**src/rtl/core/pid_with_conditional_integration_macros.svh**
```systemverilog
// Assertion macros for the PID controller with conditional integration
`ifndef PID_WITH_CONDITIONAL_INTEGRATION_MACROS_SVH
`define PID_WITH_CONDITIONAL_INTEGRATION_MACROS_SVH

// same-cycle implication
`define PIDCI_ASSERT_IMP(lbl, ante, cons, msg) \
	lbl: assert property (@(posedge clk) disable iff (!arst_n) (ante) |-> (cons)) \
		else $error(msg);

// next-cycle implication
`define PIDCI_ASSERT_NXT(lbl, ante, cons, msg) \
	lbl: assert property (@(posedge clk) disable iff (!arst_n) (ante) |=> (cons)) \
		else $error(msg);

`endif

```
**src/rtl/core/pidci_pkg.sv**
```systemverilog
// Shared widths, types and register codes of the PID controller
package pidci_pkg;
	localparam int DATA_W    = 32;
	localparam int LIM_W     = 31;
	localparam int ACC_W     = 48;
	localparam int ERR_W     = 33;
	localparam int PROD_W    = 62;
	localparam int QUO_W     = 47;
	localparam int FRAC_W    = 16;
	localparam int CFG_IDX_W = 3;

	typedef logic signed [ACC_W-1:0]  acc_t;
	typedef logic signed [DATA_W-1:0] gain_t;
	typedef logic signed [PROD_W-1:0] prod_t;
	typedef logic [LIM_W-1:0]         lim_t;

	localparam logic [CFG_IDX_W-1:0] REG_GAIN_P       = 3'd0;
	localparam logic [CFG_IDX_W-1:0] REG_GAIN_I       = 3'd1;
	localparam logic [CFG_IDX_W-1:0] REG_GAIN_D       = 3'd2;
	localparam logic [CFG_IDX_W-1:0] REG_ITERM_LIMIT  = 3'd3;
	localparam logic [CFG_IDX_W-1:0] REG_DRIVE_LIMIT  = 3'd4;
	localparam logic [CFG_IDX_W-1:0] REG_BAND_MIN     = 3'd5;
	localparam logic [CFG_IDX_W-1:0] REG_BAND_RATIO   = 3'd6;
	localparam logic [CFG_IDX_W-1:0] REG_UNLOAD_LIMIT = 3'd7;

	localparam lim_t DRIVE_LIMIT_RST = 31'd393216;
	localparam lim_t BAND_MIN_RST    = 31'd3277;
	localparam lim_t BAND_RATIO_RST  = 31'd32768;
endpackage

```
**src/rtl/core/pidci_mul.sv**
```systemverilog
// Multi-cycle Q16.16 multiplier: two partial products, truncate toward zero, cap
module pidci_mul (
	input  logic              clk,
	input  logic              arst_n,
	input  logic              start,
	input  pidci_pkg::acc_t   a,
	input  pidci_pkg::gain_t  b,
	output logic              done,
	output pidci_pkg::prod_t  y
);
	import pidci_pkg::*;

	localparam int HALF_W  = ACC_W / 2;
	localparam int PP_W    = HALF_W + DATA_W;
	localparam int FULL_W  = ACC_W + DATA_W;
	localparam int RES_W   = FULL_W - FRAC_W;
	localparam int CAP_BIT = PROD_W - 2;

	localparam logic [1:0] STEP_LO  = 2'd0;
	localparam logic [1:0] STEP_HI  = 2'd1;
	localparam logic [1:0] STEP_FIN = 2'd2;

	logic [ACC_W-1:0]  ua_q;
	logic [DATA_W-1:0] ub_q;
	logic              neg_q;
	logic [1:0]        step_q;
	logic              busy_q;
	logic              done_q;
	logic [PP_W-1:0]   lo_q;
	logic [PP_W-1:0]   hi_q;
	prod_t             y_q;
	logic [FULL_W-1:0] full;
	logic [RES_W-1:0]  res;
	logic              over;
	logic [CAP_BIT:0]  capped;

	always_comb begin
		full   = {hi_q, HALF_W'(0)} + FULL_W'(lo_q);
		res    = full[FULL_W-1:FRAC_W];
		over   = (|res[RES_W-1:CAP_BIT+1]) || (res[CAP_BIT] && (|res[CAP_BIT-1:0]));
		capped = over ? {1'b1, CAP_BIT'(0)} : res[CAP_BIT:0];
	end

	always_ff @(posedge clk or negedge arst_n) begin
		if (!arst_n) begin
			busy_q <= 1'b0;
			step_q <= STEP_LO;
			done_q <= 1'b0;
		end else begin
			done_q <= 1'b0;
			if (start && !busy_q) begin
				busy_q <= 1'b1;
				step_q <= STEP_LO;
			end else if (busy_q) begin
				case (step_q)
					STEP_LO: step_q <= STEP_HI;
					STEP_HI: step_q <= STEP_FIN;
					STEP_FIN: begin
						busy_q <= 1'b0;
						done_q <= 1'b1;
					end
					default: busy_q <= 1'b0;
				endcase
			end
		end
	end

	always_ff @(posedge clk) begin
		if (start && !busy_q) begin
			ua_q  <= a[ACC_W-1] ? ACC_W'(-a) : ACC_W'(a);
			ub_q  <= b[DATA_W-1] ? DATA_W'(-b) : DATA_W'(b);
			neg_q <= a[ACC_W-1] ^ b[DATA_W-1];
		end
		if (busy_q && step_q == STEP_LO)
			lo_q <= PP_W'(ua_q[HALF_W-1:0]) * PP_W'(ub_q);
		if (busy_q && step_q == STEP_HI)
			hi_q <= PP_W'(ua_q[ACC_W-1:HALF_W]) * PP_W'(ub_q);
		if (busy_q && step_q == STEP_FIN)
			y_q <= neg_q ? -$signed({1'b0, capped}) : $signed({1'b0, capped});
	end

	assign done = done_q;
	assign y    = y_q;
endmodule

```
**config.mk**
```make
export PLATFORM = sky130hd
export DESIGN_NAME = pidci_mul
export DESIGN_NICKNAME = d
export VERILOG_FILES = /design/src/rtl/core/pid_with_conditional_integration_macros.svh /design/src/rtl/core/pidci_pkg.sv /design/src/rtl/core/pidci_mul.sv
export SDC_FILE = /design/constraint.sdc
export NUM_CORES = 2
export LEC_CHECK = 0
export BUFFER_PORTS_ARGS = -buffer_cell sky130_fd_sc_hd__buf_4
export CAP_MARGIN = 15
export CORE_ASPECT_RATIO = 0.75
export CORE_UTILIZATION = 60
export DETAILED_ROUTE_END_ITERATION = 10
export HOLD_SLACK_MARGIN = 0.02
export PLACE_DENSITY_LB_ADDON = 0.25
export SLEW_MARGIN = 30
export SYNTH_ARGS = -nofsm -noshare
export SYNTH_HDL_FRONTEND = slang
export SYNTH_SLANG_ARGS = --single-unit
```
**constraint.sdc**
```tcl
create_clock -name clk -period 17.5 [get_ports clk]
set_input_delay 3.5 -clock clk [delete_from_list [all_inputs] [get_ports clk]]
set_output_delay 3.5 -clock clk [all_outputs]
set_load 0.01 [all_outputs]
```
Yosys cells after proc, flatten, opt, wreduce, memory -nomap -nowiden

Index checks and enable logic that the tools add are counted.

Memory bits (writable): 0
Memories kept: 0
Word-level logic and storage cells: 48
Memory bits (read-only): 0
Latch bits: 0
Output and inout port bits: 63
Input port bits: 83
Register bits after elaboration: 259

Equality and inequality tests: 2
Add/sub/neg operators: 4
Reduce and logical (&&, ||, !) cells: 14
Bitwise logic cells: 1
Multiply operators: 2
Divide/modulo/power cells: 0
Order comparisons: 0
Multiplexer cells: 13
Shifts and indexed selects: 0

Operator list:

| cell                 | number |
|---|---|
| $mux W61             | 2 |
| $mul A24 B32 Y56     | 2 |
| $add A80 B56 Y80     | 1 |
| $neg A61 Y62         | 1 |
| $reduce_or A60 Y1    | 1 |
| $neg A48 Y48         | 1 |
| $mux W47             | 1 |
| $neg A32 Y32         | 1 |
| $mux W31             | 1 |
| $mux W1              | 6 |
| $logic_and A1 B1 Y1  | 5 |
| $mux W2              | 2 |
| $pmux W2 S2          | 1 |
| $reduce_bool A3 Y1   | 1 |
| $reduce_or A3 Y1     | 1 |
| $eq A2 B1 Y1 const B | 1 |
| $eq A2 B2 Y1 const B | 1 |
| $logic_not A2 Y1     | 1 |
| $reduce_and A2 Y1    | 1 |
| $reduce_bool A2 Y1   | 1 |
| $reduce_or A2 Y1     | 1 |
| $logic_not A1 Y1     | 1 |
| $logic_or A1 B1 Y1   | 1 |
| $xor A1 B1 Y1        | 1 |

Depth between registers and ports, before layout

Depth in word-level cells: 7
Gate-level depth with buffers: 29
Gate-level depth less buffers: 27

Worst setup path after synthesis

Ideal clock, no wire load.

Kind: register -> register
Start point: reg ub_q[16]
End point: reg lo_q[55], data pin
Clock period less this slack: 7838 ps
Arrival time: 7570 ps
Setup time: 267 ps
Stages on the path, launching flop included: 29
Path buffers: 2
Data required time: 17233 ps
Slack: 9662 ps
Cell sequence: edfxtp_1 clkbuf_1 clkbuf_1 nand2_1 fa_1 inv_1 fa_1 inv_1 fa_1 fa_1 inv_1 fa_1 fa_1 inv_1 fa_1 inv_1 ha_1 o21a_1 o211a_1 nand3_1 or4b_2 a31oi_1 o21ai_0 a21o_1 a21oi_1 o21a_1 o21ai_1 o311ai_0 xnor2_1

Word-level cells in the longest chain between the ends: 1

RTL lines:

| what                     | line            | source |
|---|---|---|
| start: declaration       | pidci_mul.sv:24 | `logic [DATA_W-1:0] ub_q;` |
| start signal: assignment | pidci_mul.sv:71 | `ub_q <= b[DATA_W-1] ? DATA_W'(-b) : DATA_W'(b);` |
| $mul A24 B32 Y56         | pidci_mul.sv:75 | `lo_q <= PP_W'(ua_q[HALF_W-1:0]) * PP_W'(ub_q);` |
| end signal: assignment   | pidci_mul.sv:75 |  |
| end: declaration         | pidci_mul.sv:29 | `logic [PP_W-1:0] lo_q;` |

No other way between the ends.
A chain may end at the register's enable or synchronous reset.

Worst setup path after layout

Start point: reg ub_q[11]
End point: reg lo_q[55], data pin

Same word-level chain as after synthesis.

==> run metrics <==
status complete, no violations; Setup Fix Bufs, Post-CTS 0; 1st-iter DRT viols about 4200; CTS tree built; DR DRC count 0; area grow syn2layout 4.940%; Syn Std Cell Area 62050 µm²; Total Wirelength 178.6 mm; mux contribution to synthesized area less than 1%; Fmax roughly 110 MHz; fin area approximately 65000 µm²; top_reg_cell synth edfxtp_1; DR pass1 iterations 6; Post-Syn Area per Cell slightly above 9 µm²; Seq/Total Area, Yosys between 10% and 20%; CTS resizes 0; routability cong. slightly below 1; syn_nets approximately 8500; number of H-tree levels 1; ANT nets after route 0; initial antenna violation count 2; Sink Count 243; total CTS buffers 27; Slew HR between 30% and 40%; Clock Tree Root clkbuf_16; Worst-path clk slew about 0.060 ns; critical path class flop to flop; Post-Synth XOR/XNOR Area ~3.2%; Yosys top cell by area fa_1; via count between 40000 and 50000; Slew @ Worst Pin 1.016 ns; # hold bufs at CTS 0; largest cells by area after synthesis fa_1 42%, edfxtp_1 12%, inv_1 9.0%; post-route setup TNS 0 ns; Crit Path Max Fanout 33; placed cell areas ~64000 µm²; first-pass GRT wire length between 200 and 300 mm; GRT Residual Overflow 0; core box area between 100000 and 150000 µm²; Netlist cell types about 80; Worst EP required roughly 18 ns; Nets between 8000 and 9000; Row Count around 100; Initial Util around three fifths; number of flops mapped to enable cells by yosys 239; die height around 280 µm; Hold Path Class flop to flop; worst skew pair latency 0.60 ns; CP Capture Type flop; Yosys reg bits 243; clock tree buffer depth 3; Die W ~370 µm; Max-cap violations 0; YS warnings 0; simple-gate portion of the synthesized area 17.39%; Synth top area share 42.46%; pin count of the biggest net entering global routing 66; Vias/cell a little under 6; PortBufs approximately 150; Syn Inst Count slightly below 7000; Synth Area in Adders between 50% and 60%; RSZ-0062 raised after global routing false; IO Pins roughly 150; HPWL after DPL about 130 mm; Period minus WS final roughly 9.2 ns; Final Max Slew Viols 0; full die area approximately 100000 µm²; final setup violation count 0; # fillers 8453; Max Clock Skew around 0.015 ns; Hold Vio Cnt, Final 0; layout cell share with drive strength beyond 1 roughly 5%; GR Util All Layers a little over a third; Synth Area in Compound Gates about 6.0%; data arrival time of the worst path ~9.6 ns; Period Utilization, post-route ~53%; vias in the first global route between 40000 and 50000; Synth async-reset ratio 1.646%; wire per inst around 22 µm; combinational family with the most area after synthesis adder cells; startpoint types flop
## worst max-delay path, stage by stage, from the launching register on
cell	delay [ns]
edfxtp_1	0.85
buf_4	0.61
nand2_1	0.18
fa_1	0.58
inv_1	0.05
fa_1	0.47
inv_1	0.06
fa_1	0.53
inv_1	0.06
fa_1	0.45
ha_1	0.30
fa_1	0.49
inv_1	0.05
fa_1	0.47
inv_1	0.04
ha_1	0.28
nand4_1	0.21
o221a_2	0.40
or4b_2	0.72
a31oi_1	0.36
o21ai_0	0.24
a21o_1	0.25
a21oi_1	0.29
o21a_1	0.25
o21ai_1	0.20
o311ai_0	0.44
xnor2_1	0.10
## cells in the mapped netlist, drive strengths merged, types with 5 or more instances
| library cell | n |
|---|---|
| inv | 1490 |
| fa | 1316 |
| nand2 | 912 |
| and2 | 789 |
| ha | 395 |
| clkbuf | 342 |
| edfxtp | 239 |
| xnor2 | 179 |
| nor2 | 158 |
| o21ai | 141 |
| a21oi | 116 |
| nand3 | 52 |
| nor3 | 50 |
| a21o | 48 |
| xor2 | 48 |
| o31ai | 33 |
| and3 | 26 |
| o21a | 25 |
| a211oi | 24 |
| or4 | 24 |
| a31oi | 20 |
| nand4 | 19 |
| or2 | 19 |
| or3 | 19 |
| nand2b | 18 |
| a211o | 16 |
| o211ai | 16 |
| buf | 15 |
| nor2b | 14 |
| o21bai | 13 |
| o41ai | 13 |
| nor4 | 12 |
| nor3b | 11 |
| a21boi | 9 |
| and4 | 9 |
| o2111ai | 8 |
| o211a | 6 |
| a2111oi | 5 |
| a311oi | 5 |
| a41oi | 5 |
| mux2i | 5 |
## flip-flops by register name, indices dropped and copies added, names as in the netlist
signal,count
neg_q,1
busy_q,1
ua_q,48
ub_q,32
y,62
hi_q,56
done,1
lo_q,40
step_q,2
## routing by layer
layer	vias to the layer above	global-route usage (%)	share of wire, %
li1	20099	-	-
met2	3084	50.12	41
met3	320	15.01	16
met4	0	7.439	2.6
met1	23318	49.55	40
met5	-	0	0
## path summary, 6_finish.rpt
kind | startpoint | to | slack (ns) | depth (start not counted)
max | ub_q[11] | lo_q[55] | 8.27 | 26
min | step_q[1] | busy_q | 0.54 | 1
max reg2reg | ub_q[11] | lo_q[55] | 8.27 | 26
min reg2reg | step_q[1] | busy_q | 0.54 | 1
max in group asynchronous | arst_n | done | 14.72 | 1
min in group asynchronous | arst_n | busy_q | 2.68 | 1
## cell families after synthesis
logic type | count (synthesis)
multiplexers | 5
buffers and inverters | 1847
flip-flops | 243
AO/OA/AOI/OAI | 557
XOR/XNOR | 227
adder cells (fa/ha/maj) | 1711
AND/OR/NAND/NOR | 2150
## area by class of cell
cell class,instances,area (µm²),area share [%]
diodes,2,5.005,0.007686
clock buffers,30,686.9,1.055
clock inverters,19,191.4,0.2940
inverters,1490,5593,8.590
multi-input cells,4650,47890,73.55
flip-flops and latches,243,7277,11.18
well taps,1339,1675,2.573
repair buffers,239,1794,2.756
## metrics by stage
| stage | setup WS, ns | utilization (%) | hold WS [ns] | instances |
|---|---|---|---|---|
| after detailed placement | 8.400 | 63.05 | 0.5345 | 7961 |
| final | 8.273 | 63.93 | 0.5395 | 8012 |
| after CTS | 8.398 | 63.91 | 0.5420 | 8010 |
| after floorplan | 9.662 | - | 0.4878 | 6740 |
| after global placement | 8.595 | 63.05 | 0.5262 | 7961 |
| after global routing | 7.967 | 63.92 | 0.5847 | 8010 |
## layout by cell type, fill, tap and decap left out, types with 24 or more instances in the layout
cell and count:
buf_4 239, a211oi_1 24, and2_1 789, xnor2_1 179, nor2_1 157, nand3_1 51, nor3_1 50, a21oi_1 116
o21ai_0 137, and3_1 25, ha_1 395, xor2_1 48, clkbuf_16 27, nand2_1 912, edfxtp_1 239, o21a_1 25
fa_1 1316, a21o_1 48, o31ai_1 32, inv_1 1489
Power is left out: the tool's default activity adds up to more than one toggle a clock period on the data nets, which glitch-free logic cannot reach.
