`config.mk`:
```
export PLATFORM = sky130hd
export DESIGN_NAME = pidci_div
export DESIGN_NICKNAME = d
export VERILOG_FILES = /design/src/rtl/core/pid_with_conditional_integration_macros.svh /design/src/rtl/core/pidci_pkg.sv /design/src/rtl/core/pidci_div.sv
export SDC_FILE = /design/constraint.sdc
export NUM_CORES = 1
export LEC_CHECK = 0
export ABC_AREA = 1
export BUFFER_PORTS_ARGS = -buffer_cell sky130_fd_sc_hd__buf_2
export CORE_ASPECT_RATIO = 1.1
export CORE_MARGIN = 2
export CORE_UTILIZATION = 39
export CTS_CLUSTER_DIAMETER = 50
export DETAILED_ROUTE_END_ITERATION = 16
export PLACE_DENSITY = 0.55
export SLEW_MARGIN = 30
export SYNTH_ARGS = -nofsm -noshare
export SYNTH_HDL_FRONTEND = slang
export SYNTH_SLANG_ARGS = --single-unit
```
`constraint.sdc`:
```
create_clock -name clk -period 3.1 [get_ports clk]
set_clock_uncertainty 0.15 [all_clocks]
set_input_delay 0.155 -clock clk [delete_from_list [all_inputs] [get_ports clk]]
set_output_delay 0.155 -clock clk [all_outputs]
set_load 0.005 [all_outputs]
```
`src/rtl/core/pid_with_conditional_integration_macros.svh`:
```
// Assertion macros for the PID controller with conditional integration
`ifndef PID_WITH_CONDITIONAL_INTEGRATION_MACROS_SVH
`define PID_WITH_CONDITIONAL_INTEGRATION_MACROS_SVH

// same-cycle implication
`define PIDCI_ASSERT_IMP(lbl, ante, cons, msg) \
	lbl: assert property (@(posedge clk) disable iff (!arst_n) (ante) |-> (cons)) \
		else $error(msg);

// next-cycle implication
`define PIDCI_ASSERT_NXT(lbl, ante, cons, msg) \
	lbl: assert property (@(posedge clk) disable iff (!arst_n) (ante) |=> (cons)) \
		else $error(msg);

`endif

```
`src/rtl/core/pidci_pkg.sv`:
```
// Shared widths, types and register codes of the PID controller
package pidci_pkg;
	localparam int DATA_W    = 32;
	localparam int LIM_W     = 31;
	localparam int ACC_W     = 48;
	localparam int ERR_W     = 33;
	localparam int PROD_W    = 62;
	localparam int QUO_W     = 47;
	localparam int FRAC_W    = 16;
	localparam int CFG_IDX_W = 3;

	typedef logic signed [ACC_W-1:0]  acc_t;
	typedef logic signed [DATA_W-1:0] gain_t;
	typedef logic signed [PROD_W-1:0] prod_t;
	typedef logic [LIM_W-1:0]         lim_t;

	localparam logic [CFG_IDX_W-1:0] REG_GAIN_P       = 3'd0;
	localparam logic [CFG_IDX_W-1:0] REG_GAIN_I       = 3'd1;
	localparam logic [CFG_IDX_W-1:0] REG_GAIN_D       = 3'd2;
	localparam logic [CFG_IDX_W-1:0] REG_ITERM_LIMIT  = 3'd3;
	localparam logic [CFG_IDX_W-1:0] REG_DRIVE_LIMIT  = 3'd4;
	localparam logic [CFG_IDX_W-1:0] REG_BAND_MIN     = 3'd5;
	localparam logic [CFG_IDX_W-1:0] REG_BAND_RATIO   = 3'd6;
	localparam logic [CFG_IDX_W-1:0] REG_UNLOAD_LIMIT = 3'd7;

	localparam lim_t DRIVE_LIMIT_RST = 31'd393216;
	localparam lim_t BAND_MIN_RST    = 31'd3277;
	localparam lim_t BAND_RATIO_RST  = 31'd32768;
endpackage

```
`src/rtl/core/pidci_div.sv`:
```
// Restoring divider, one quotient bit a cycle, quotient truncated toward zero
module pidci_div (
	input  logic              clk,
	input  logic              arst_n,
	input  logic              start,
	input  pidci_pkg::acc_t   num,
	input  pidci_pkg::gain_t  den,
	output logic              done,
	output pidci_pkg::acc_t   q
);
	import pidci_pkg::*;

	localparam int STEP_W = $clog2(QUO_W);
	localparam logic [STEP_W-1:0] LAST = STEP_W'(QUO_W - 1);

	logic [DATA_W-1:0] rem_q;
	logic [QUO_W-1:0]  quo_q;
	logic [DATA_W-1:0] ud_q;
	logic              neg_q;
	logic [STEP_W-1:0] cnt_q;
	logic              busy_q;
	logic              done_q;
	logic [ACC_W-1:0]  un;
	logic [DATA_W:0]   shifted;
	logic [DATA_W:0]   diff;
	logic              ge;

	always_comb begin
		un      = num[ACC_W-1] ? ACC_W'(-num) : ACC_W'(num);
		shifted = {rem_q, quo_q[QUO_W-1]};
		ge      = shifted >= {1'b0, ud_q};
		diff    = shifted - {1'b0, ud_q};
	end

	always_ff @(posedge clk or negedge arst_n) begin
		if (!arst_n) begin
			busy_q <= 1'b0;
			cnt_q  <= '0;
			done_q <= 1'b0;
		end else begin
			done_q <= 1'b0;
			if (start && !busy_q) begin
				busy_q <= 1'b1;
				cnt_q  <= '0;
			end else if (busy_q) begin
				cnt_q <= cnt_q + 1'b1;
				if (cnt_q == LAST) begin
					busy_q <= 1'b0;
					done_q <= 1'b1;
				end
			end
		end
	end

	always_ff @(posedge clk) begin
		if (start && !busy_q) begin
			rem_q <= '0;
			quo_q <= un[QUO_W-1:0];
			ud_q  <= den[DATA_W-1] ? DATA_W'(-den) : DATA_W'(den);
			neg_q <= num[ACC_W-1] ^ den[DATA_W-1];
		end else if (busy_q) begin
			rem_q <= ge ? diff[DATA_W-1:0] : shifted[DATA_W-1:0];
			quo_q <= {quo_q[QUO_W-2:0], ge};
		end
	end

	assign done = done_q;
	assign q    = neg_q ? -$signed({1'b0, quo_q}) : $signed({1'b0, quo_q});
endmodule

```
Yosys cells after proc, flatten, opt, wreduce, memory -nomap -nowiden
Cells that the tools add are included.

Register bits: 120. Output and inout port bits: 49. Logic and storage cells: 33.

Add/sub/neg operators: 5. Order comparisons: 1. Equal/unequal tests: 1. Multiplexer cells: 14. Bitwise gates (word level): 1. Reductions and logical operators: 3.

Operators by type and width (count): $mux W47 (3); $mux W48 (1); $neg A47 Y48 (1); $neg A47 Y47 (1); $ge A33 B32 Y1 (1); $mux W32 (1); $neg A32 Y32 (1); $sub A32 B32 Y32 (1); $mux W31 (1); $mux W6 (2); $add A6 B1 Y6 const B (1); $eq A6 B6 Y1 const B (1); $mux W1 (6); $reduce_bool A2 Y1 (1); $logic_and A1 B1 Y1 (1); $logic_not A1 Y1 (1); $xor A1 B1 Y1 (1).

Longest topological paths before layout
Gate-level depths: netlist (run 1).

Word-level depth: 4. Gate-level depth with buffers: 17. Gate-level depth less buffers: 16.

Least setup slack after synthesis (run 1)
OpenSTA, ideal clock, no wires.

Path kind: reg2reg. Start point: register busy_q. End point: register quo_q[0], enable pin. Library setup time: 430 ps. Arrival: 2193 ps. Slack: 326 ps. Stages on the path, launching flop included: 5. Cell sequence: dfrtp_1 buf_2 nor2_1 inv_1 clkbuf_1.

Cells in the longest elaborated chain, start to end: 3.

Ends and longest elaborated chain: start, declared (line pidci_div.sv:21) `logic busy_q;`; start signal, assigned (line pidci_div.sv:37) `busy_q <= 1'b0;`; start signal, assigned (line pidci_div.sv:43) `busy_q <= 1'b1;`; start signal, assigned (line pidci_div.sv:48) `busy_q <= 1'b0;`; $logic_not A1 Y1 (line pidci_div.sv:56) `if (start && !busy_q) begin`; $logic_and A1 B1 Y1 (line pidci_div.sv:56); $reduce_bool A2 Y1 (no source line) *; end signal, assigned (line pidci_div.sv:58) `quo_q <= un[QUO_W-1:0];`; end signal, assigned (line pidci_div.sv:63) `quo_q <= {quo_q[QUO_W-2:0], ge};`; end, declared (line pidci_div.sv:17) `logic [QUO_W-1:0] quo_q;`.

Every way passes the cells marked *; elsewhere a longest branch is shown, timed or not. A chain may end at the register's enable or synchronous reset.

Worst setup path after layout (run 1)
Start point: register quo_q[0]. End point: output port q[43].

Cells in the longest elaborated chain, start to end: 2.

Ends and longest elaborated chain: $neg A47 Y48 (line pidci_div.sv:68) `assign q = neg_q ? -$signed({1'b0, quo_q}) : $signed({1'b0, quo_q});`; $mux W48 (line pidci_div.sv:68); end, declared (line pidci_div.sv:9) `output pidci_pkg::acc_t q`.

No other way between the ends.

==> impl_metrics.toml, run 1 <==
[route]
drtAntennaViolNets = 0
dr.first_iter.drc_count = 813
routedWlPerCell_um = 16.3
viasPerCell = 4.98
firstDrtPassIters = 6
vias = 11776
route.detailed.drc = 0
routed_wl_um = 38700

[layout]
area.sequential_sq_mm = 0.00324
layout.nets = 2107
area_growth_pct = 19.9
multi_input_area_sq_mm = 0.00675
num_antenna_cells = 0
drive_above_1_share = 0.113
stdcell_count = 2367
fill_cells = 3093

[place]
port_buffers = 131
gp_congestion = 0.993
place_ws_ps = 424
dpl.hpwl_um = 31300
dp_cells = 2281

[sta]
fin_ws_ps = 208
max_freq_ghz = 0.346
rsz0062_at_grt = "false"
fin_setup_tns_ps = 0
relSlewSlack = 0.572
fin_crit_ps = 2890
worstMarginPinSlew_ps = 637
fin_crit_sh = 0.933
finalHoldViolations = 0
setup-violations-final = 0
drv_slew = 0

[synth]
syn_area_sq_mm = 0.0113
synth-seq-cells = 120
syn_area_per_cell_sq_um = 6.27
ys_seq_area_frac = 0.287
synth.distinct_cells = 45
synth-edff-count = 80
synth_ff_type = "edfxtp_1"
synth.net_count = 1925
synth_cells = 1804
async_flop_share = 0.0667
synth_warnings = 0

[grt]
grt_usage = 0.256
grt-ovfl-total = 0
antenna_found_initial = 0
grt_pass1_wl_um = 60900
grt_max_degree = 77
grt_pass1_vias = 11706

[clocking]
cts_tree = "done"
cts.reportedPaths.clkPinSlew_ps = 50
htreeDepth = 4
clock-root-buffer = "clkbuf_16"
clk_latency_ps = 430
clockBufferDepth = 2
numCtsBuffers = 17
clock_sinks = 120

[floorplan]
core-area_sq_mm = 0.0286
dieWidth_um = 166
placementRows = 65
die_area_sq_mm = 0.0304
io_pins = 132
start_util = 0.395
chipHeight_um = 183

[flow_run]
maxCapViolations = 0

[worst_setup_path]
arrival_ps = 2590
endpoint_kind = "output port"
cp-start-kind = "flop"
cp.required_ps = 2790
path_max_fanout = 5
r2r_cells = 15
critPathKind = "reg -> out"

[run_status]
status = "finished, final reports clean"

[hold_path]
min_path_cells = 3
hp-class = "in -> reg"

[power_and_ir_drop]
powerDensity_mw_per_mm2 = 836
leakage_nw = 6.88
peakVddDrop_mv = 0.627
## report_power, final
group	switching, mW	internal [mW]	leakage (nW)
Sequential	0.596	2.52	1.15
Combinational	3.90	2.27	5.43
Clock	0.780	1.26	0.303
## cells in the final DEF (no fill, tap or decap), types with 2 or more instances in the layout
| master | n |
|---|---|
| a21oi_1 | 29 |
| nor2_1 | 163 |
| or2_0 | 2 |
| bufinv_16 | 2 |
| buf_4 | 19 |
| nor3_1 | 22 |
| nor3b_1 | 3 |
| nor4_1 | 11 |
| buf_12 | 2 |
| nand3_1 | 164 |
| a31oi_1 | 7 |
| ha_1 | 36 |
| edfxtp_1 | 80 |
| clkbuf_16 | 18 |
| nor2_4 | 5 |
| dfxtp_1 | 32 |
| o21ai_1 | 17 |
| nand4_1 | 40 |
| inv_1 | 303 |
| nor2_2 | 8 |
| xor2_1 | 79 |
| dfrtp_1 | 8 |
| nand2_1 | 592 |
| o21ai_0 | 73 |
| clkinv_2 | 3 |
| inv_2 | 2 |
| buf_2 | 131 |
| nand2_2 | 9 |
| inv_4 | 2 |
| o31ai_1 | 3 |
| o21bai_1 | 3 |
| nand3b_1 | 16 |
| o21a_1 | 2 |
| clkinv_4 | 4 |
| inv_6 | 2 |
| nand3_2 | 2 |
| or2_2 | 7 |
| xnor2_1 | 29 |
| and2_1 | 5 |
| dlygate4sd3_1 | 51 |
## cell usage after synthesis (3+ instances only)
master	number	area, sq um
nand2_2	9	56.3
nor3b_1	3	22.5
nor2_2	9	56.3
nor4_1	11	68.8
nor3_1	22	110
inv_1	304	1140
or2_2	7	43.8
o21bai_1	3	22.5
ha_1	37	463
xor2_1	80	701
edfxtp_1	80	2400
o31ai_1	3	22.5
nand4_1	40	250
a21oi_1	29	145
o21ai_0	73	365
buf_2	11	55.1
nand2_1	592	2220
a31oi_1	7	43.8
o21ai_1	17	85.1
dfrtp_1	8	200
and2_1	5	31.3
nand3b_1	16	120
clkbuf_1	23	86.3
nor2_4	3	33.8
nor2_1	164	616
dfxtp_1	32	641
buf_6	4	45.0
xnor2_1	29	254
nand3_1	164	821
## timing repair
action,CTS,global route
setup buffers,0,3
hold buffers,51,0
gates resized for setup,1,3
setup endpoints to repair,3,6
pin swaps,0,2
hold endpoints to repair,58,0
## registers in the layout (all words and copies together) (netlist names)
signal,flops
neg_q,1
done,1
cnt_q,6
ud_q,32
busy_q,1
rem_q,32
quo_q,47
## final timing paths
| check | start | to | slack (ps) |
|---|---|---|---|
| worst max-delay path | quo_q[0]$_DFFE_PP_ | q[43] | 210 |
| worst min-delay path | num[4] | quo_q[4]$_DFFE_PP_ | 20 |
| worst max register to register | quo_q[46]$_DFFE_PP_ | rem_q[30]$_SDFFE_PP0P_ | 600 |
| worst min register to register | rem_q[15]$_SDFFE_PP0P_ | rem_q[15]$_SDFFE_PP0P_ | 320 |
| max in group asynchronous | arst_n | cnt_q[5]$_DFFE_PN0P_ | 1990 |
| min in group asynchronous | arst_n | done$_DFF_PN0_ | 540 |
## metrics by stage
| stage | power (mW) | utilization | cell area [sq um] | hold slack (ps) |
|---|---|---|---|---|
| after floorplan | 7.28 | - | 11300 | -291 |
| after global placement | 9.19 | 0.433 | 12400 | -143 |
| after detailed placement | 9.21 | 0.433 | 12400 | -143 |
| after CTS | 11.4 | 0.472 | 13500 | 3.26 |
| after global routing | 12.4 | 0.473 | 13600 | 37.2 |
| final | 11.3 | 0.473 | 13600 | 24.5 |
## cell type report
| class | instances | area share |
|---|---|---|
| clock buffers | 19 | 0.0343 |
| flip-flops and latches | 120 | 0.239 |
| repair buffers | 203 | 0.0995 |
| clock inverters | 13 | 0.0103 |
| inverters | 305 | 0.0845 |
| well taps | 368 | 0.0340 |
| multi-input cells | 1339 | 0.498 |
## logic make-up after synthesis
logic type,share of synthesized area
and+or+nand+nor,0.399
buffers and inverters,0.119
AOI/OAI and AO/OA,0.0680
DFF,0.287
xor gates and xnor gates,0.0845
adders and majority gates,0.0427
## worst max-delay path, cell delays in order, from the launching register on
cell      delay, ps
edfxtp_1        410
buf_4           160
nor3_1          170
nand4_1         240
inv_1           110
nand2_1         220
nand2_1         240
nand3_1         180
nor2_1          170
xnor2_1         130
buf_2           130
## layer usage
metal	share of wire	vias to the layer above	wire, um	global-route usage
met4	0.040	0	1530	0.119
met3	0.039	69	1500	0.0419
met5	0	-	0	0
li1	-	6067	-	-
met1	0.42	5377	16100	0.287
met2	0.50	263	19500	0.475
No activity file was read; power rests on OpenSTA's default activity.
==> run 2: changes to the inputs <==
--- a/config.mk
+++ b/config.mk
@@ -9,10 +9,10 @@
 export BUFFER_PORTS_ARGS = -buffer_cell sky130_fd_sc_hd__buf_2
 export CORE_ASPECT_RATIO = 1.1
 export CORE_MARGIN = 2
-export CORE_UTILIZATION = 39
+export CORE_UTILIZATION = 40
 export CTS_CLUSTER_DIAMETER = 50
 export DETAILED_ROUTE_END_ITERATION = 16
-export PLACE_DENSITY = 0.55
+export PLACE_DENSITY = 0.57
 export SLEW_MARGIN = 30
 export SYNTH_ARGS = -nofsm -noshare
 export SYNTH_HDL_FRONTEND = slang
==> impl_metrics.toml, run 2 (synthesis gave the netlist of run 1 again) <==
[sta]
holdWs_ps = 3.18
fin_ws_ps = 167
drv_slew = 0
worstMarginPinSlew_ps = 909
fin_setup_tns_ps = 0
fin_crit_ps = 2930
setup-violations-final = 0
fin_crit_sh = 0.946
max_freq_ghz = 0.341
finalHoldViolations = 0
relSlewSlack = 0.394

[place]
place_ws_ps = 318
dpl.hpwl_um = 31700
port_buffers = 131
dp_cells = 2277
gp_congestion = 0.965

[power_and_ir_drop]
swShare = 0.464
leakage_nw = 6.83
combPwrFrac = 0.544
power_frac_clock = 0.179
powerDensity_mw_per_mm2 = 840
switching_power_mw = 5.24
peakVddDrop_mv = 0.453
p_int_mw = 6.04
p_seq_frac = 0.278

[clocking]
clock-root-buffer = "clkbuf_16"
cts.reportedPaths.clkPinSlew_ps = 50
clockBufferDepth = 2
htreeDepth = 4
clk_latency_ps = 430
numCtsBuffers = 17
cts_tree = "done"
clock_sinks = 120

[worst_setup_path]
cp_top_family = "simple AND/OR/NAND/NOR gates"
cp.required_ps = 2790
cp.buffers_inverters = 3
cp-start-kind = "flop"
max_stage_delay_ps = 440
crit_path_frequent_cell = "nand2_1"
path_max_fanout = 5
slowest_stage = "edfxtp_1"
critPathKind = "reg -> out"
endpoint_kind = "output port"
arrival_ps = 2630
crit_chain = "buf_4, nor3_1, nand4_1, inv_1, nand2_1, o21ai_1, nand2_1, xor2_1, buf_2"

[route]
routedWlPerCell_um = 16.7
vias = 11827
routed_wl_um = 39400
viasPerCell = 5.02
drtAntennaViolNets = 0
dr.first_iter.drc_count = 687
firstDrtPassIters = 5
route.detailed.drc = 0

[grt]
grt_pass1_wl_um = 62400
antenna_found_initial = 1
grt-ovfl-total = 0
grt_pass1_vias = 12053
grt_max_degree = 56
grt_usage = 0.273

[layout]
final_util = 0.483
fill_cells = 2918
largest_reg_flops = 47
area_growth_pct = 18.9
final_cell_mix = "nand2_1 (591), inv_1 (303), nand3_1 (164)"
layout.nets = 2101
final_common_cell = "nand2_1"
largest_register = "quo_q"
stdcell_count = 2357
drive_above_1_share = 0.110
top_regs = "quo_q (47), rem_q (32), ud_q (32)"

[floorplan]
io_pins = 132
start_util = 0.407
placementRows = 64
core-area_sq_mm = 0.0278
die_area_sq_mm = 0.0296
chipHeight_um = 180
dieWidth_um = 164

[run_status]
status = "finished, final reports clean"

[flow_run]
maxCapViolations = 0

[hold_path]
hp-class = "in -> reg"
run 2: cell count changes in the layout (fill, tap and decap cells not counted), moves of 2 or more:
cell	before	now
dlygate4sd3_1	51	44
clkinv_1	0	4
clkinv_4	4	0
clkbuf_1	0	3
buf_4	19	21
clkinvlp_4	0	2
inv_4	2	0
inv_6	2	0
run 2: layout make-up:
type	count	area (sq um)	area share
multi-input cells	1339	6740	0.501
flip-flops and latches	120	3240	0.241
repair buffers	197	1270	0.0948
inverters	305	1140	0.0852
well taps	363	454	0.0338
clock buffers	21	450	0.0335
clock inverters	11	130	0.00969
diodes	1	2.50	0.000186
run 2: metrics by stage:
step | total power [mW] | cell area, sq um
floorplan | 7.28 | 11300
global route | 12.3 | 13400
CTS | 11.3 | 13400
detailed placement | 9.20 | 12400
finish | 11.3 | 13400
global placement | 9.16 | 12400
run 2: metal layers:
metal,global-route usage,vias to the layer above,share of wire
met4,0.143,2,0.052
met3,0.0502,115,0.048
li1,-,6061,-
met2,0.491,318,0.50
met1,0.301,5331,0.40
met5,0,-,0.00036
run 2: repair_timing:
action,in CTS,in global routing
pin swaps,1,1
endpoints found under the setup margin,4,6
hold endpoints to repair,51,0
buffers inserted,1,2
resized for setup,1,2
hold buffers,44,0
run 2: worst paths after layout:
path	start	end	slack, ps	cells after the start
max	quo_q[0]$_DFFE_PP_	q[35]	170	9
min	num[6]	quo_q[6]$_DFFE_PP_	3	3
max reg2reg	quo_q[46]$_DFFE_PP_	rem_q[30]$_SDFFE_PP0P_	290	15
min reg2reg	rem_q[20]$_SDFFE_PP0P_	rem_q[20]$_SDFFE_PP0P_	320	2
max in group asynchronous	arst_n	busy_q$_DFF_PN0_	1950	3
min in group asynchronous	arst_n	cnt_q[5]$_DFFE_PN0P_	590	3
run 2: tightest hold or removal path, stage by stage:
cell and delay (ps):
buf_2 110, xor2_1 70, o21ai_0 130
run 2: power groups by stage:
stage                     combinational [mW]  sequential, mW  clock [mW]
after floorplan                         4.37            2.92           0
after global placement                  6.01            3.15           0
after detailed placement                6.06            3.14           0
after CTS                               6.13            3.12        2.05
after global routing                    7.04            3.21        2.10
final                                   6.13            3.13        2.02
==> run 3: changes to the inputs <==
--- a/config.mk
+++ b/config.mk
@@ -6,13 +6,13 @@
 export NUM_CORES = 1
 export LEC_CHECK = 0
 export ABC_AREA = 1
-export BUFFER_PORTS_ARGS = -buffer_cell sky130_fd_sc_hd__buf_2
 export CORE_ASPECT_RATIO = 1.1
 export CORE_MARGIN = 2
 export CORE_UTILIZATION = 40
 export CTS_CLUSTER_DIAMETER = 50
 export DETAILED_ROUTE_END_ITERATION = 16
-export PLACE_DENSITY = 0.57
+export DONT_BUFFER_PORTS = 1
+export PLACE_DENSITY = 0.53
 export SLEW_MARGIN = 30
 export SYNTH_ARGS = -nofsm -noshare
 export SYNTH_HDL_FRONTEND = slang
==> impl_metrics.toml, run 3 (synthesis gave the netlist of run 1 again) <==
[run_status]
status = "finished, final reports clean"

[floorplan]
start_util = 0.407
core-area_sq_mm = 0.0278
die_area_sq_mm = 0.0296
chipHeight_um = 180
dieWidth_um = 164
placementRows = 64
io_pins = 132

[route]
firstDrtPassIters = 5
route.detailed.drc = 0
routedWlPerCell_um = 17.2
dr.first_iter.drc_count = 800
drtAntennaViolNets = 0
viasPerCell = 5.08
routed_wl_um = 38900
vias = 11497

[layout]
stdcell_count = 2262
drive_above_1_share = 0.0442
largest_register = "quo_q"
final_util = 0.472
num_antenna_cells = 0
largest_reg_flops = 47
fill_cells = 2959
top_regs = "quo_q (47), rem_q (32), ud_q (32)"
area_growth_pct = 16.1
final_common_cell = "nand2_1"
layout.nets = 2007
final_cell_mix = "nand2_1 (592), inv_1 (303), nand3_1 (164)"

[worst_setup_path]
cp-start-kind = "primary input"
arrival_ps = 2950
path_max_fanout = 4
critPathKind = "in -> reg"
r2r_start = "quo_q[46]$_DFFE_PP_"
cp.required_ps = 3120
endpoint_kind = "flop"
critPathLaunch = "den[16]"

[grt]
grt_pass1_wl_um = 61300
grt_max_degree = 77
grt_usage = 0.269
grt_pass1_vias = 11732
grt-ovfl-total = 0
grt_use_met3 = 0.0580
use_met1 = 0.290
met2_usage = 0.486
antenna_found_initial = 0
grt.busiest_layer = "met2"

[clocking]
numCtsBuffers = 17
htreeDepth = 4
cts_tree = "done"
clockBufferDepth = 2
clock-root-buffer = "clkbuf_16"
clock_sinks = 120
cts.reportedPaths.clkPinSlew_ps = 60
clk_latency_ps = 430

[sta]
fin_crit_sh = 0.944
worstMarginPinSlew_ps = 877
fin_ws_ps = 172
fin_crit_ps = 2930
fin_setup_tns_ps = 0
max_freq_ghz = 0.342
drv_slew = 0
relSlewSlack = 0.416
rsz0062_at_grt = "false"
finalHoldViolations = 0
setup-violations-final = 0

[place]
dpl.hpwl_um = 30500
gp_congestion = 0.961
dp_cells = 2140
place_ws_ps = 386
port_buffers = 0

[flow_run]
maxCapViolations = 0

[power_and_ir_drop]
power_mw = 10.8
powerDensity_mw_per_mm2 = 820
peakVddDrop_mv = 0.444
leakage_nw = 6.44

[hold_path]
hp-class = "in -> reg"
min_from = "num[47]"
## run 3: cell types whose count changed in the layout (fill, tap and decap cells not counted), sizes merged
| cell | change |
|---|---|
| diode | -1 |
| bufinv | -3 |
| buf | -137 |
| dlygate4sd3 | +43 |
| clkinv | +1 |
| clkbuf | +2 |
## run 3: cell type report
cell class                      count  area (sq um)  share of cell area
Clock buffer                       23           458              0.0349
Clock inverter                      9          57.6             0.00438
Inverter                          305          1140              0.0872
Multi-Input combinational cell   1339          6740               0.513
Sequential cell                   120          3240               0.247
Tap cell                          363           454              0.0346
Timing Repair Buffer              103          1030              0.0784
## run 3: path summary, 6_finish.rpt
kind                                          end  slack [ps]  depth (start not counted)
max                            ud_q[26]$_DFFE_PP_         170                         12
min in group asynchronous    cnt_q[4]$_DFFE_PN0P_         480                          2
min reg2reg                rem_q[20]$_SDFFE_PP0P_         320                          2
max reg2reg                rem_q[30]$_SDFFE_PP0P_         400                         15
max in group asynchronous    cnt_q[2]$_DFFE_PN0P_        2040                          2
min                           quo_q[20]$_DFFE_PP_          10                          4
## run 3: critical path, cell delays in order
cell and delay, ps:
dlygate4sd3_1 530, inv_1 190, nand2_1 170, nor2_1 170, nand2_1 70, nor3_1 130
nand3_1 130, xor2_1 170, nand2_1 50, dlygate4sd3_1 550, nand2_1 60, dlygate4sd3_1 560
## run 3: power breakdown
part / switching, mW / internal, mW / total [mW]
registers: 0.605 / 2.52 / 3.13
clock network: 0.765 / 1.04 / 1.80
logic: 3.80 / 2.03 / 5.83
total: 5.17 / 5.59 / 10.8
## run 3: metrics by stage
step / hold slack [ps] / cell area [sq um]
after global placement: -290 / 11700
after CTS: 3.68 / 13100
final: 14.8 / 13100
after floorplan: -291 / 11300
after detailed placement: -290 / 11700
after global routing: 31.8 / 13100
## run 3: repair_timing
action	in CTS	in global routing
endpoints found under the hold margin	87	0
hold buffers	88	0
resized for setup	0	3
setup endpoints to repair	0	5
setup buffers	0	2
## run 3: metal layers
metal  wire length [um]  vias to the layer above
met5                  0                        -
met4               2080                        0
met3               2010                       95
met2              19600                      282
met1              15200                     5243
li1                   -                     5877
